$ cat config.mk
export PLATFORM = sky130hd
export DESIGN_NAME = tvd_advection_row_step_unit
export DESIGN_NICKNAME = d
export VERILOG_FILES = /design/src/rtl/tvd_pkg.sv /design/src/rtl/tvd_advection_row_step_unit.sv /design/src/rtl/tvd_div.sv
export SDC_FILE = /design/constraint.sdc
export NUM_CORES = 2
export LEC_CHECK = 0
export CAP_MARGIN = 0
export CORE_UTILIZATION = 25
export CTS_BUF_LIST = sky130_fd_sc_hd__clkbuf_8
export DETAILED_ROUTE_END_ITERATION = 10
export DONT_BUFFER_PORTS = 1
export PLACE_DENSITY_LB_ADDON = 0.3
export SLEW_MARGIN = 40
export SYNTH_ARGS = -nofsm -noshare
export SYNTH_HDL_FRONTEND = slang
export SYNTH_SLANG_ARGS = --single-unit
$ cat constraint.sdc
create_clock -name clk -period 25.1 [get_ports clk]
set_clock_uncertainty 0.2 [all_clocks]
set_input_delay 1.255 -clock clk [delete_from_list [all_inputs] [get_ports clk]]
set_output_delay 1.255 -clock clk [all_outputs]
set_load 0.005 [all_outputs]
$ cat src/rtl/tvd_pkg.sv
// Shared constants for the TVD advection row step unit.
`default_nettype none

package tvd_pkg;

    // Default geometry
    localparam int SAMPLE_BITS_DEF   = 24;
    localparam int MAX_ROW_CELLS_DEF = 4096;

    // Configuration port
    localparam int CFG_INDEX_BITS = 2;
    localparam int CFG_DATA_BITS  = 23;
    localparam int COURANT_BITS   = 16;
    localparam int EPS_BITS       = 23;

    // Register indexes
    localparam logic [CFG_INDEX_BITS-1:0] REG_COURANT   = 2'd0;
    localparam logic [CFG_INDEX_BITS-1:0] REG_DIRECTION = 2'd1;
    localparam logic [CFG_INDEX_BITS-1:0] REG_LIMITER   = 2'd2;
    localparam logic [CFG_INDEX_BITS-1:0] REG_EPSILON   = 2'd3;

    // Limiter codes
    localparam logic [1:0] LIM_MINMOD   = 2'd0;
    localparam logic [1:0] LIM_MC       = 2'd1;
    localparam logic [1:0] LIM_SUPERBEE = 2'd2;
    localparam logic [1:0] LIM_VANLEER  = 2'd3;

    // Register reset values
    localparam logic [COURANT_BITS-1:0] COURANT_RESET = 16'd32768;
    localparam logic [EPS_BITS-1:0]     EPS_RESET     = 23'd1;

endpackage

`default_nettype wire

$ cat src/rtl/tvd_advection_row_step_unit.sv
// Top level: TVD linear-advection row step with selectable flux limiter.
// Sequence: an interior cell with minmod, MC or superbee runs S_DIFF, S_LIM, S_CORR and
//   S_FACE for each of its two faces, then S_DWCALC, S_DWMUL, S_RES and S_EMIT; van Leer
//   adds S_VLMUL, S_DIVGO and S_DIVWAIT per slope for the bit-serial divider (a slope with
//   |a+b| <= epsilon skips its division). Boundary cells go to S_EMIT and give zeros.
// Throughput: one cell at a time; s_tready is high only while the sequencer idles.
// Reset: rst_n clears window, position, pending count and registers to their defaults.
`default_nettype none

module tvd_advection_row_step_unit
    import tvd_pkg::*;
#(
    parameter int SAMPLE_BITS   = SAMPLE_BITS_DEF,
    parameter int MAX_ROW_CELLS = MAX_ROW_CELLS_DEF
)
(
    input  wire logic                                clk,
    input  wire logic                                rst_n,
    // slave: tdata = sample_in
    input  wire logic                                s_tvalid,
    output logic                                     s_tready,
    input  wire logic [((SAMPLE_BITS+7)/8)*8-1:0]    s_tdata,
    input  wire logic                                s_tlast,
    // master: tdata = sample_out
    output logic                                     m_tvalid,
    input  wire logic                                m_tready,
    output logic [((SAMPLE_BITS+7)/8)*8-1:0]         m_tdata,
    output logic                                     m_tlast,
    // configuration write channel
    input  wire logic                                cfg_valid,
    output logic                                     cfg_ready,
    input  wire logic [CFG_INDEX_BITS-1:0]           cfg_index,
    input  wire logic [CFG_DATA_BITS-1:0]            cfg_data
);

    localparam int SW   = SAMPLE_BITS;
    localparam int DBW  = ((SAMPLE_BITS + 7) / 8) * 8;
    localparam int PW   = $clog2(MAX_ROW_CELLS + 1);
    localparam int MA   = SW + 3;
    localparam int MB   = (SW + 1 > 17) ? SW + 1 : 17;
    localparam int PRW  = MA + MB;
    localparam int NW   = 2 * SW + 2;
    localparam int DENW = SW + 2;
    localparam int EW   = (SW + 2 > EPS_BITS) ? SW + 2 : EPS_BITS;

    localparam logic [NW-1:0] VCAP = {{(NW-SW-1){1'b0}}, 1'b1, {SW{1'b0}}};
    localparam logic signed [SW+3:0] RMAX = {5'b00000, {(SW-1){1'b1}}};
    localparam logic signed [SW+3:0] RMIN = {5'b11111, {(SW-1){1'b0}}};

    typedef enum logic [3:0]
    {
        S_IDLE, S_DIFF, S_LIM, S_VLMUL, S_DIVGO, S_DIVWAIT,
        S_CORR, S_FACE, S_DWCALC, S_DWMUL, S_RES, S_EMIT
    } state_t;

    state_t state_reg;

    // configuration
    logic [COURANT_BITS-1:0] courant_reg;
    logic                    dir_reg;
    logic [1:0]              mode_reg;
    logic [EPS_BITS-1:0]     eps_reg;

    // stencil line: [0] oldest, [4] newest
    logic signed [SW-1:0] h_reg [5];
    logic [PW-1:0]        pos_reg;
    logic [1:0]           pend_reg;

    // datapath registers
    logic                 sel_reg;
    logic signed [SW:0]   a_reg;
    logic signed [SW:0]   b_reg;
    logic [SW:0]          am_reg;
    logic [SW:0]          bm_reg;
    logic [DENW-1:0]      dm_reg;
    logic                 vneg_reg;
    logic [SW:0]          slope_mag_reg;
    logic                 slope_neg_reg;
    logic signed [SW+1:0] face_reg [2];
    logic [SW+2:0]        dw_mag_reg;
    logic                 dw_neg_reg;
    logic [PRW-1:0]       prod_reg;
    logic signed [SW-1:0] res_reg;
    logic [1:0]           left_reg;
    logic                 end_reg;

    // output register
    logic                 m_valid_reg;
    logic signed [SW-1:0] m_data_reg;
    logic                 m_last_reg;

    // stencil taps for the slope being worked on
    logic [2:0]           off;
    logic signed [SW-1:0] t_lo;
    logic signed [SW-1:0] t_mid;
    logic signed [SW-1:0] t_hi;

    always_comb
    begin
        off   = {2'b00, sel_reg} + {2'b00, dir_reg};
        t_lo  = h_reg[off];
        t_mid = h_reg[off + 3'd1];
        t_hi  = h_reg[off + 3'd2];
    end

    // limiter on the slope pair
    logic              a_neg;
    logic              b_neg;
    logic [SW:0]       am;
    logic [SW:0]       bm;
    logic signed [SW+1:0] sum;
    logic [SW+1:0]     smag;
    logic              same_sign;
    logic [SW+1:0]     am2;
    logic [SW+1:0]     bm2;
    logic [SW+1:0]     min_ab;
    logic [SW+1:0]     min_2ab;
    logic [SW+1:0]     sb_x;
    logic [SW+1:0]     sb_y;
    logic [SW+1:0]     lim_mag;
    logic              small_sum;

    always_comb
    begin
        a_neg     = a_reg[SW];
        b_neg     = b_reg[SW];
        am        = a_neg ? (SW+1)'(-a_reg) : a_reg;
        bm        = b_neg ? (SW+1)'(-b_reg) : b_reg;
        sum       = {a_reg[SW], a_reg} + {b_reg[SW], b_reg};
        smag      = sum[SW+1] ? (SW+2)'(-sum) : sum;
        same_sign = (a_neg == b_neg) && (a_reg != '0) && (b_reg != '0);
        am2       = {am, 1'b0};
        bm2       = {bm, 1'b0};
        min_ab    = (am < bm) ? {1'b0, am} : {1'b0, bm};
        min_2ab   = (am2 < bm2) ? am2 : bm2;
        sb_x      = (am2 < {1'b0, bm}) ? am2 : {1'b0, bm};
        sb_y      = ({1'b0, am} < bm2) ? {1'b0, am} : bm2;
        small_sum = EW'(smag) <= EW'(eps_reg);
        case (mode_reg)
            LIM_MINMOD:   lim_mag = min_ab;
            LIM_MC:       lim_mag = ((smag >> 1) < min_2ab) ? (smag >> 1) : min_2ab;
            LIM_SUPERBEE: lim_mag = (sb_x > sb_y) ? sb_x : sb_y;
            default:      lim_mag = '0;
        endcase
        if (!same_sign)
        begin
            lim_mag = '0;
        end
    end

    // shared multiplier operands
    logic [MA-1:0] mul_a;
    logic [MB-1:0] mul_b;
    logic          mul_en;

    always_comb
    begin
        mul_a  = '0;
        mul_b  = '0;
        mul_en = 1'b0;
        case (state_reg)
            S_VLMUL:
            begin
                mul_a  = MA'(am_reg);
                mul_b  = MB'(bm_reg);
                mul_en = 1'b1;
            end
            S_CORR:
            begin
                mul_a  = MA'(slope_mag_reg);
                mul_b  = MB'(17'h10000 - {1'b0, courant_reg});
                mul_en = 1'b1;
            end
            S_DWMUL:
            begin
                mul_a  = MA'(dw_mag_reg);
                mul_b  = MB'(courant_reg);
                mul_en = 1'b1;
            end
            default:
            begin
                mul_en = 1'b0;
            end
        endcase
    end

    always_ff @(posedge clk)
    begin
        if (mul_en)
        begin
            prod_reg <= mul_a * mul_b;
        end
    end

    // van Leer divider
    logic            div_start;
    logic            div_busy;
    logic            div_done;
    logic [NW-1:0]   div_quo;
    logic [NW-1:0]   div_num;

    assign div_start = (state_reg == S_DIVGO);
    assign div_num   = {prod_reg[2*SW:0], 1'b0};

    tvd_div
    #(
        .NUM_BITS (NW),
        .DEN_BITS (DENW)
    )
    u_div
    (
        .clk   (clk),
        .rst_n (rst_n),
        .start (div_start),
        .num   (div_num),
        .den   (dm_reg),
        .busy  (div_busy),
        .done  (div_done),
        .quo   (div_quo)
    );

    // face, difference and final value
    logic [SW-1:0]        corr_mag;
    logic                 corr_neg;
    logic signed [SW+1:0] face_val;
    logic signed [SW+2:0] dw;
    logic [SW+2:0]        delta;
    logic signed [SW+3:0] res_wide;
    logic signed [SW-1:0] res_sat;
    logic [SW:0]          vl_mag;

    always_comb
    begin
        corr_mag = prod_reg[17 +: SW];
        corr_neg = slope_neg_reg ^ dir_reg;
        face_val = (SW+2)'(t_mid) + (corr_neg ? -(SW+2)'(corr_mag) : (SW+2)'(corr_mag));
        dw       = (SW+3)'(face_reg[1]) - (SW+3)'(face_reg[0]);
        delta    = prod_reg[16 +: SW+3];
        res_wide = (SW+4)'(h_reg[2]) + (dw_neg_reg ? (SW+4)'(delta) : -(SW+4)'(delta));
        if (res_wide > RMAX)
        begin
            res_sat = RMAX[SW-1:0];
        end
        else if (res_wide < RMIN)
        begin
            res_sat = RMIN[SW-1:0];
        end
        else
        begin
            res_sat = res_wide[SW-1:0];
        end
        vl_mag = (div_quo > VCAP) ? VCAP[SW:0] : div_quo[SW:0];
    end

    // input request bookkeeping
    logic          in_acc;
    logic          calc_slot;
    logic          interior;
    logic [1:0]    pend_after;
    logic [1:0]    n_out;
    logic          out_free;
    logic          emit_go;

    always_comb
    begin
        in_acc     = s_tvalid && s_tready;
        calc_slot  = pend_reg[1];
        interior   = calc_slot && (pos_reg >= PW'(4));
        pend_after = calc_slot ? pend_reg : pend_reg + 2'd1;
        n_out      = s_tlast ? {1'b0, calc_slot} + pend_after : {1'b0, calc_slot};
        out_free   = !m_valid_reg || m_tready;
        emit_go    = (state_reg == S_EMIT) && (left_reg != 2'd0) && out_free;
    end

    // sequencer
    always_ff @(posedge clk or negedge rst_n)
    begin
        if (!rst_n)
        begin
            state_reg     <= S_IDLE;
            courant_reg   <= COURANT_RESET;
            dir_reg       <= 1'b0;
            mode_reg      <= LIM_MINMOD;
            eps_reg       <= EPS_RESET;
            for (int i = 0; i < 5; i++)
            begin
                h_reg[i] <= '0;
            end
            pos_reg       <= '0;
            pend_reg      <= '0;
            sel_reg       <= 1'b0;
            left_reg      <= '0;
            end_reg       <= 1'b0;
            res_reg       <= '0;
            m_valid_reg   <= 1'b0;
            m_data_reg    <= '0;
            m_last_reg    <= 1'b0;
        end
        else
        begin
            // register writes
            if (cfg_valid && cfg_ready)
            begin
                case (cfg_index)
                    REG_COURANT:   courant_reg <= cfg_data[COURANT_BITS-1:0];
                    REG_DIRECTION: dir_reg     <= cfg_data[0];
                    REG_LIMITER:   mode_reg    <= cfg_data[1:0];
                    REG_EPSILON:   eps_reg     <= cfg_data[EPS_BITS-1:0];
                    default:       eps_reg     <= eps_reg;
                endcase
            end

            if (m_valid_reg && m_tready && !emit_go)
            begin
                m_valid_reg <= 1'b0;
            end

            case (state_reg)
                S_IDLE:
                begin
                    if (in_acc)
                    begin
                        for (int i = 0; i < 4; i++)
                        begin
                            h_reg[i] <= h_reg[i+1];
                        end
                        h_reg[4] <= s_tdata[SW-1:0];
                        res_reg  <= '0;
                        left_reg <= n_out;
                        end_reg  <= s_tlast;
                        sel_reg  <= 1'b0;
                        if (s_tlast)
                        begin
                            pos_reg  <= '0;
                            pend_reg <= '0;
                        end
                        else
                        begin
                            pend_reg <= pend_after;
                            if (pos_reg < PW'(MAX_ROW_CELLS))
                            begin
                                pos_reg <= pos_reg + 1'b1;
                            end
                        end
                        if (interior)
                        begin
                            state_reg <= S_DIFF;
                        end
                        else if (n_out != 2'd0)
                        begin
                            state_reg <= S_EMIT;
                        end
                    end
                end

                S_DIFF:
                begin
                    a_reg     <= (SW+1)'(t_hi) - (SW+1)'(t_mid);
                    b_reg     <= (SW+1)'(t_mid) - (SW+1)'(t_lo);
                    state_reg <= S_LIM;
                end

                S_LIM:
                begin
                    am_reg   <= am;
                    bm_reg   <= bm;
                    dm_reg   <= smag;
                    vneg_reg <= a_neg ^ b_neg ^ sum[SW+1];
                    if (mode_reg == LIM_VANLEER)
                    begin
                        slope_mag_reg <= '0;
                        slope_neg_reg <= 1'b0;
                        state_reg     <= small_sum ? S_CORR : S_VLMUL;
                    end
                    else
                    begin
                        slope_mag_reg <= lim_mag[SW:0];
                        slope_neg_reg <= a_neg;
                        state_reg     <= S_CORR;
                    end
                end

                S_VLMUL:
                begin
                    state_reg <= S_DIVGO;
                end

                S_DIVGO:
                begin
                    state_reg <= S_DIVWAIT;
                end

                S_DIVWAIT:
                begin
                    if (div_done)
                    begin
                        slope_mag_reg <= vl_mag;
                        slope_neg_reg <= vneg_reg;
                        state_reg     <= S_CORR;
                    end
                end

                S_CORR:
                begin
                    state_reg <= S_FACE;
                end

                S_FACE:
                begin
                    face_reg[sel_reg] <= face_val;
                    if (sel_reg)
                    begin
                        state_reg <= S_DWCALC;
                    end
                    else
                    begin
                        sel_reg   <= 1'b1;
                        state_reg <= S_DIFF;
                    end
                end

                S_DWCALC:
                begin
                    dw_neg_reg <= dw[SW+2];
                    dw_mag_reg <= dw[SW+2] ? (SW+3)'(-dw) : dw;
                    state_reg  <= S_DWMUL;
                end

                S_DWMUL:
                begin
                    state_reg <= S_RES;
                end

                S_RES:
                begin
                    res_reg   <= res_sat;
                    state_reg <= S_EMIT;
                end

                S_EMIT:
                begin
                    if (left_reg == 2'd0)
                    begin
                        state_reg <= S_IDLE;
                    end
                    else if (out_free)
                    begin
                        m_valid_reg <= 1'b1;
                        m_data_reg  <= res_reg;
                        m_last_reg  <= end_reg && (left_reg == 2'd1);
                        res_reg     <= '0;
                        left_reg    <= left_reg - 2'd1;
                        if (left_reg == 2'd1)
                        begin
                            state_reg <= S_IDLE;
                        end
                    end
                end

                default:
                begin
                    state_reg <= S_IDLE;
                end
            endcase
        end
    end

    assign s_tready  = (state_reg == S_IDLE);
    assign cfg_ready = 1'b1;
    assign m_tvalid  = m_valid_reg;
    assign m_tdata   = DBW'($unsigned(m_data_reg));
    assign m_tlast   = m_last_reg;

`ifndef NO_ASSERTIONS
    // pending count never exceeds two cells
    a_pend_range: assert property (@(posedge clk) disable iff (!rst_n)
        pend_reg != 2'd3)
        else $error("pending count out of range");

    // end of row clears position and pending count
    a_row_clear: assert property (@(posedge clk) disable iff (!rst_n)
        (s_tvalid && s_tready && s_tlast) |=> (pos_reg == '0 && pend_reg == '0))
        else $error("row end did not clear position");

    // divider is only started when free
    a_div_start: assert property (@(posedge clk) disable iff (!rst_n)
        div_start |-> !div_busy)
        else $error("divider started while busy");

    // a last result is never followed by more results of the same request
    a_last_final: assert property (@(posedge clk) disable iff (!rst_n)
        (state_reg == S_EMIT && out_free && left_reg == 2'd1) |=> (left_reg == 2'd0))
        else $error("result count mismatch");
`endif

endmodule

`default_nettype wire

$ cat src/rtl/tvd_div.sv
// Restoring radix-2 divider, one quotient bit per cycle.
`default_nettype none

module tvd_div
#(
    parameter int NUM_BITS = 50,
    parameter int DEN_BITS = 26
)
(
    input  wire logic                clk,
    input  wire logic                rst_n,
    input  wire logic                start,
    input  wire logic [NUM_BITS-1:0] num,
    input  wire logic [DEN_BITS-1:0] den,
    output logic                     busy,
    output logic                     done,
    output logic [NUM_BITS-1:0]      quo
);

    localparam int CW = $clog2(NUM_BITS + 1);

    logic [DEN_BITS-1:0] rem_reg;
    logic [NUM_BITS-1:0] nq_reg;
    logic [CW-1:0]       cnt_reg;
    logic                busy_reg;
    logic                done_reg;

    logic [DEN_BITS:0]   trial;
    logic                fits;
    logic [DEN_BITS:0]   diff;

    // trial remainder with the next numerator bit shifted in
    always_comb
    begin
        trial = {rem_reg, nq_reg[NUM_BITS-1]};
        fits  = trial >= {1'b0, den};
        diff  = trial - {1'b0, den};
    end

    always_ff @(posedge clk or negedge rst_n)
    begin
        if (!rst_n)
        begin
            busy_reg <= 1'b0;
            done_reg <= 1'b0;
            cnt_reg  <= '0;
            rem_reg  <= '0;
            nq_reg   <= '0;
        end
        else
        begin
            done_reg <= 1'b0;
            if (start && !busy_reg)
            begin
                busy_reg <= 1'b1;
                cnt_reg  <= CW'(NUM_BITS);
                rem_reg  <= '0;
                nq_reg   <= num;
            end
            else if (busy_reg)
            begin
                rem_reg <= fits ? diff[DEN_BITS-1:0] : trial[DEN_BITS-1:0];
                nq_reg  <= {nq_reg[NUM_BITS-2:0], fits};
                cnt_reg <= cnt_reg - 1'b1;
                if (cnt_reg == CW'(1))
                begin
                    busy_reg <= 1'b0;
                    done_reg <= 1'b1;
                end
            end
        end
    end

    assign busy = busy_reg;
    assign done = done_reg;
    assign quo  = nq_reg;

endmodule

`default_nettype wire

# Word level (Yosys, flattened, before mapping)
# Memories as Yosys holds them, arrays and structs flattened.
# Cells that the tools add are included.
# classes
add_sub_neg,22
multipliers,1
n_lt_le_gt_ge,16
eq_ne,27
muxes,80
bitwise,7
n_reduce_logical,45
# op_table
operator,count
$mux W24,11
$mux W26,9
$mux W25,9
$bmux W24 S3,3
$pmux W25 S3,2
$mux W50,2
$pmux W27 S3,1
$pmux W24 S3,1
$lt A25 B26 Y1,2
$gt A50 B25 Y1 const B,1
$neg A25 Y25,2
$pmux W25 S2,1
$reduce_bool A25 Y1,2
$sub A24 B24 Y25,2
$mul A27 B25 Y49,1
$pmux W4 S12,1
$mux W4,8
$add A28 B28 Y28,1
$gt A28 B24 Y1 const B,1
$lt A28 B24 Y1 const B,1
$mux W28,1
$neg A27 Y28,1
$ge A27 B26 Y1,1
$neg A27 Y27,1
58 further kinds,133
# word_totals
ff_bits,549
ramBits,52
in_bits,55
memories,1
# memory_table
memory,depth,word_bits,rd,rd_ports_with_merged_regs,write_ports,line,text
face_reg,2,26,2,0,1,tvd_advection_row_step_unit.sv:79,logic signed [SW+1:0] face_reg [2];

# Longest topological paths before layout
# depth
word_depth,10
depth_mapped,38
ltp_nobuf,37

# Hierarchy
# Synthesis repeated with hierarchy kept, for this count alone.
# hier_totals
cells_unflattened,7050
hier_area_um2,63215.6
# by_module_without_submodules
mod,instances,cells_each,area_each_um2,seq_area_each_um2
tvd_advection_row_step_unit,1,6463,57885.5,14351.3
tvd_div,1,587,5330.1,2102.0

# Worst setup path after synthesis
# No wires, ideal clock.
# synth_path
path_type,reg-to-reg
start,register courant_reg[0]
end,register prod_reg[48] (data pin)
setup_ps,260
arrival_ps,9500
t_required_ps,24640
setup_slack_ps,15141
stages_incl_launch_ff,36
path_buffers,1
path_cell_list,dfrtp_1 -> inv_1 -> ha_1 -> nand2_1 -> or3_1 -> or3_1 -> or3_1 -> or2_2 -> or3_1 -> o31ai_1 -> clkbuf_1 -> nand2_1 -> fa_1 -> inv_1 -> fa_1 -> inv_1 -> fa_1 -> inv_1 -> fa_1 -> fa_1 -> fa_1 -> inv_1 -> fa_1 -> inv_1 -> ha_1 -> nand2_1 -> nand2b_1 -> a21o_1 -> a21oi_1 -> o31ai_1 -> o31ai_1 -> o21ai_0 -> a2111oi_0 -> o31ai_1 -> a21oi_1 -> xnor2_1
# synth_between
elab_chain_len,3
# synth_rtl
item,line,text
from (decl),tvd_advection_row_step_unit.sv:59,logic [COURANT_BITS-1:0] courant_reg;
from (signal assigned),tvd_advection_row_step_unit.sv:305,REG_COURANT: courant_reg <= cfg_data[COURANT_BITS-1:0];
$sub A17 B16 Y18,tvd_advection_row_step_unit.sv:171,"mul_b = MB'(17'h10000 - {1'b0, courant_reg});"
$pmux W25 S3 (*),tvd_advection_row_step_unit.sv:161,case (state_reg)
$mul A27 B25 Y49 (*),tvd_advection_row_step_unit.sv:191,prod_reg <= mul_a * mul_b;
to (signal assigned),tvd_advection_row_step_unit.sv:191,
to (decl),tvd_advection_row_step_unit.sv:82,logic [PRW-1:0] prod_reg;
# Every way passes the cells marked *; elsewhere a longest branch is shown, timed or not.
# A chain may end at the register's enable or synchronous reset.

# Worst setup path after layout
# layout_path
start,register courant_reg[2]
end,register prod_reg[48] (data pin)
# The elaborated chain is that of the path after synthesis.

==> flow_summary.yaml <==
status:
  status: "finished clean"
placement:
  portBuffers: 0
  place_area_um2: 67700
  post-dp-hpwl_mm: 169
  place_congestion: 0.933
finish:
  fillers: 26600
  drive_gt1_frac: 0.0778
  fin_nets: 8093
  seq_area_um2: 16500
  multiInputGateArea_um2: 42700
  area_growth_pct: 10.9
  largest_reg_flops: 120
  final_cell_area_um2: 70500
  fin_util: 0.280
sta:
  hold_viol: 0
  relSlewSlack: 0.374
  fin_crit_sh: 0.429
  fin_setup_tns_ps: 0
  rsz0062_at_grt: "false"
  fmax_ghz: 0.0928
  worstMarginPinSlew_ps: 936
  setup_viol: 0
  drv_slew: 0
  min_period_ps: 10780
floorplan:
  rows: 184
  initial_utilization: 0.252
  io-pin-count: 83
  die_w_um: 506
  dieArea_um2: 256000
  die_h_um: 506
  fp.coreArea_um2: 252000
setup_path:
  critPathKind: "flip-flop to flip-flop"
  cp_max_fo: 27
  critPathMaxStageDelay_ps: 830
  critPathLaunchType: "flip-flop"
  worstPathRequired_ps: 25550
  cpMostUsedCell: "fa_1"
  cp-end-kind: "flip-flop"
  cp.arrival_ps: 11220
  cp_slowest_cell: "a2111oi_1"
  rrSetupSlack_ps: 14320
detailed_routing:
  vias_per_cell: 4.91
  drt-total-wl_mm: 219
  routed-via-count: 51200
  drcViolationCount: 0
  wl_per_cell_um: 21.0
  drtAntennaViolNets: 0
  drt_iter0_drc: 4040
  drt-pass1-iter-count: 5
cts:
  numCtsBuffers: 112
  clk_pin_slew_ps: 70
  clock-sinks: 601
  clock_path_buffers: 3
  h-tree-depth: 3
  ctsHoldBuffers: 2
  cts-resized-gates: 0
  cts_tree: "yes"
  insertion_delay_ps: 900
  postCtsSetupRepairBufs: 0
  root_buffer: "clkbuf_8"
global_routing:
  antenna_found_initial: 18
  grt_max_degree: 318
  grt_pass1_vias: 51700
  grt_pass1_wl_mm: 329
  grt_overflow: 0
  grt_usage: 0.169
synthesis:
  synth-seq-cells: 601
  ys_warn_count: 0
  avgSynthCellArea_um2: 9.02
  synth_cell_type_count: 109
  synth_seq_area_share: 0.259
  netlist_instances: 7045
  synthFlopType: "dfrtp_1"
  synth_edf_count: 282
  synth_area_um2: 63500
  ys_async_sr_fraction: 0.531
pwr:
  leakagePower_nw: 31.4
  power.share.clock: 0.354
  vdd_drop_max_v: 0.0000459
  seqPwrFrac: 0.389
  powerDensity_nw_per_um2: 43.6
  p_int_mw: 2.05
  p_switching_mw: 1.03
  swShare: 0.334
  power_frac_comb: 0.257
worst_hold_path:
  hp-class: "primary input to flip-flop"
run:
  maxCapViolations: 0
[path summary, 6_finish.rpt]
path / cells after the start / to / startpoint
max: 34 / prod_reg[48] / courant_reg[2]
min in group asynchronous: 1 / eps_reg[0] / rst_n
min: 1 / pos_reg[3] / s_tlast
min reg2reg: 2 / end_reg / end_reg
max reg2reg: 34 / prod_reg[48] / courant_reg[2]
max in group asynchronous: 4 / h_reg[97] / rst_n
[critical path, delay by kind of cell, from the launching register on]
family                     cells  cell delay (ps)
AOI/OAI and AO/OA              7             2080
xor gates and xnor gates       1               90
adders and majority gates      8             3970
buffers and inverters          6              830
DFF                            1              430
and+or+nand+nor               12             2910
[synthesized netlist by cell type, types with 13 or more instances]
master / count / area share
o21a_1: 42 / 0.0050
nor4_1: 30 / 0.0030
o211ai_1: 46 / 0.0054
a21boi_0: 17 / 0.0020
nand3_1: 87 / 0.0069
and3_1: 48 / 0.0047
a211oi_1: 33 / 0.0039
a21oi_1: 259 / 0.020
and4_1: 13 / 0.0018
nand3b_1: 20 / 0.0024
o21ai_0: 320 / 0.025
a21o_1: 126 / 0.015
a311o_1: 15 / 0.0024
xnor2_1: 170 / 0.023
a22oi_1: 31 / 0.0037
edfxtp_1: 282 / 0.13
nor2b_1: 66 / 0.0065
a31oi_1: 32 / 0.0032
clkbuf_1: 289 / 0.017
mux2i_1: 145 / 0.023
a221o_1: 41 / 0.0065
nand4_1: 54 / 0.0053
nand2b_1: 74 / 0.0073
inv_1: 934 / 0.055
fa_1: 577 / 0.18
o22a_1: 13 / 0.0018
buf_1: 27 / 0.0016
nor3_1: 100 / 0.0079
a22o_1: 28 / 0.0039
mux2_2: 91 / 0.016
o221ai_1: 14 / 0.0019
ha_1: 504 / 0.099
a311oi_1: 19 / 0.0026
or3_1: 36 / 0.0035
or2_2: 23 / 0.0023
nor2_1: 631 / 0.037
dfrtp_1: 317 / 0.12
xor2_1: 160 / 0.022
and2_1: 51 / 0.0050
o31ai_1: 41 / 0.0048
mux4_2: 25 / 0.0089
o21bai_1: 27 / 0.0032
nand2_1: 970 / 0.057
or4_1: 16 / 0.0019
[layout make-up]
cell class              count  share of cell area
repair buffers            116              0.0142
multi-input cells        5192               0.606
clock inverters            78             0.00973
clock buffers             135              0.0264
inverters                 934              0.0497
well taps                3348              0.0594
flip-flops and latches    601               0.233
diodes                     20            0.000710
[logic make-up after synthesis]
family	after synthesis	share of synthesized area
AND/OR/NAND/NOR	2266	0.160
buffers and inverters	1266	0.0756
AO/OA/AOI/OAI	1236	0.131
adder cells (fa/ha/maj)	1081	0.281
flip-flops	601	0.259
XOR/XNOR	330	0.0455
multiplexers	263	0.0482
other	2	0.000118
[metal layers]
metal | vias up | track usage | wire length [um]
li1 | 23500 | - | -
met1 | 25700 | 0.231 | 98700
met2 | 1621 | 0.265 | 97600
met3 | 343 | 0.0321 | 14900
met4 | 12 | 0.0574 | 7690
met5 | - | 0 | 72
[metrics by stage]
step	power [mW]	hold slack [ps]	setup WS [ps]	std cells
5_1_grt	3.24	194	13910	10400
3_3_place_gp	1.96	264	14200	10200
3_5_place_dp	1.98	282	14480	10200
4_1_cts	3.10	181	14480	10400
2_1_floorplan	1.77	247	15140	7059
6_report	3.07	266	14320	10400
[power by group through the flow]
stage	registers [mW]	clock network (mW)	logic (mW)
after floorplan	1.17	0	0.595
after global routing	1.20	1.16	0.878
after detailed placement	1.21	0	0.765
after CTS	1.19	1.12	0.783
after global placement	1.21	0	0.752
final	1.20	1.09	0.790
[cells in the final DEF (no fill, tap or decap), types with 126 or more instances in the layout]
cell and n:
a21o_1 126, dfrtp_1 316, fa_1 577, o21ai_0 317, ha_1 502, nor2_1 625, clkbuf_8 136, nand2_1 959
xnor2_1 165, a21oi_1 256, inv_1 960, xor2_1 155, mux2i_1 145, edfxtp_1 282
(Power assumes the default switching activity.)
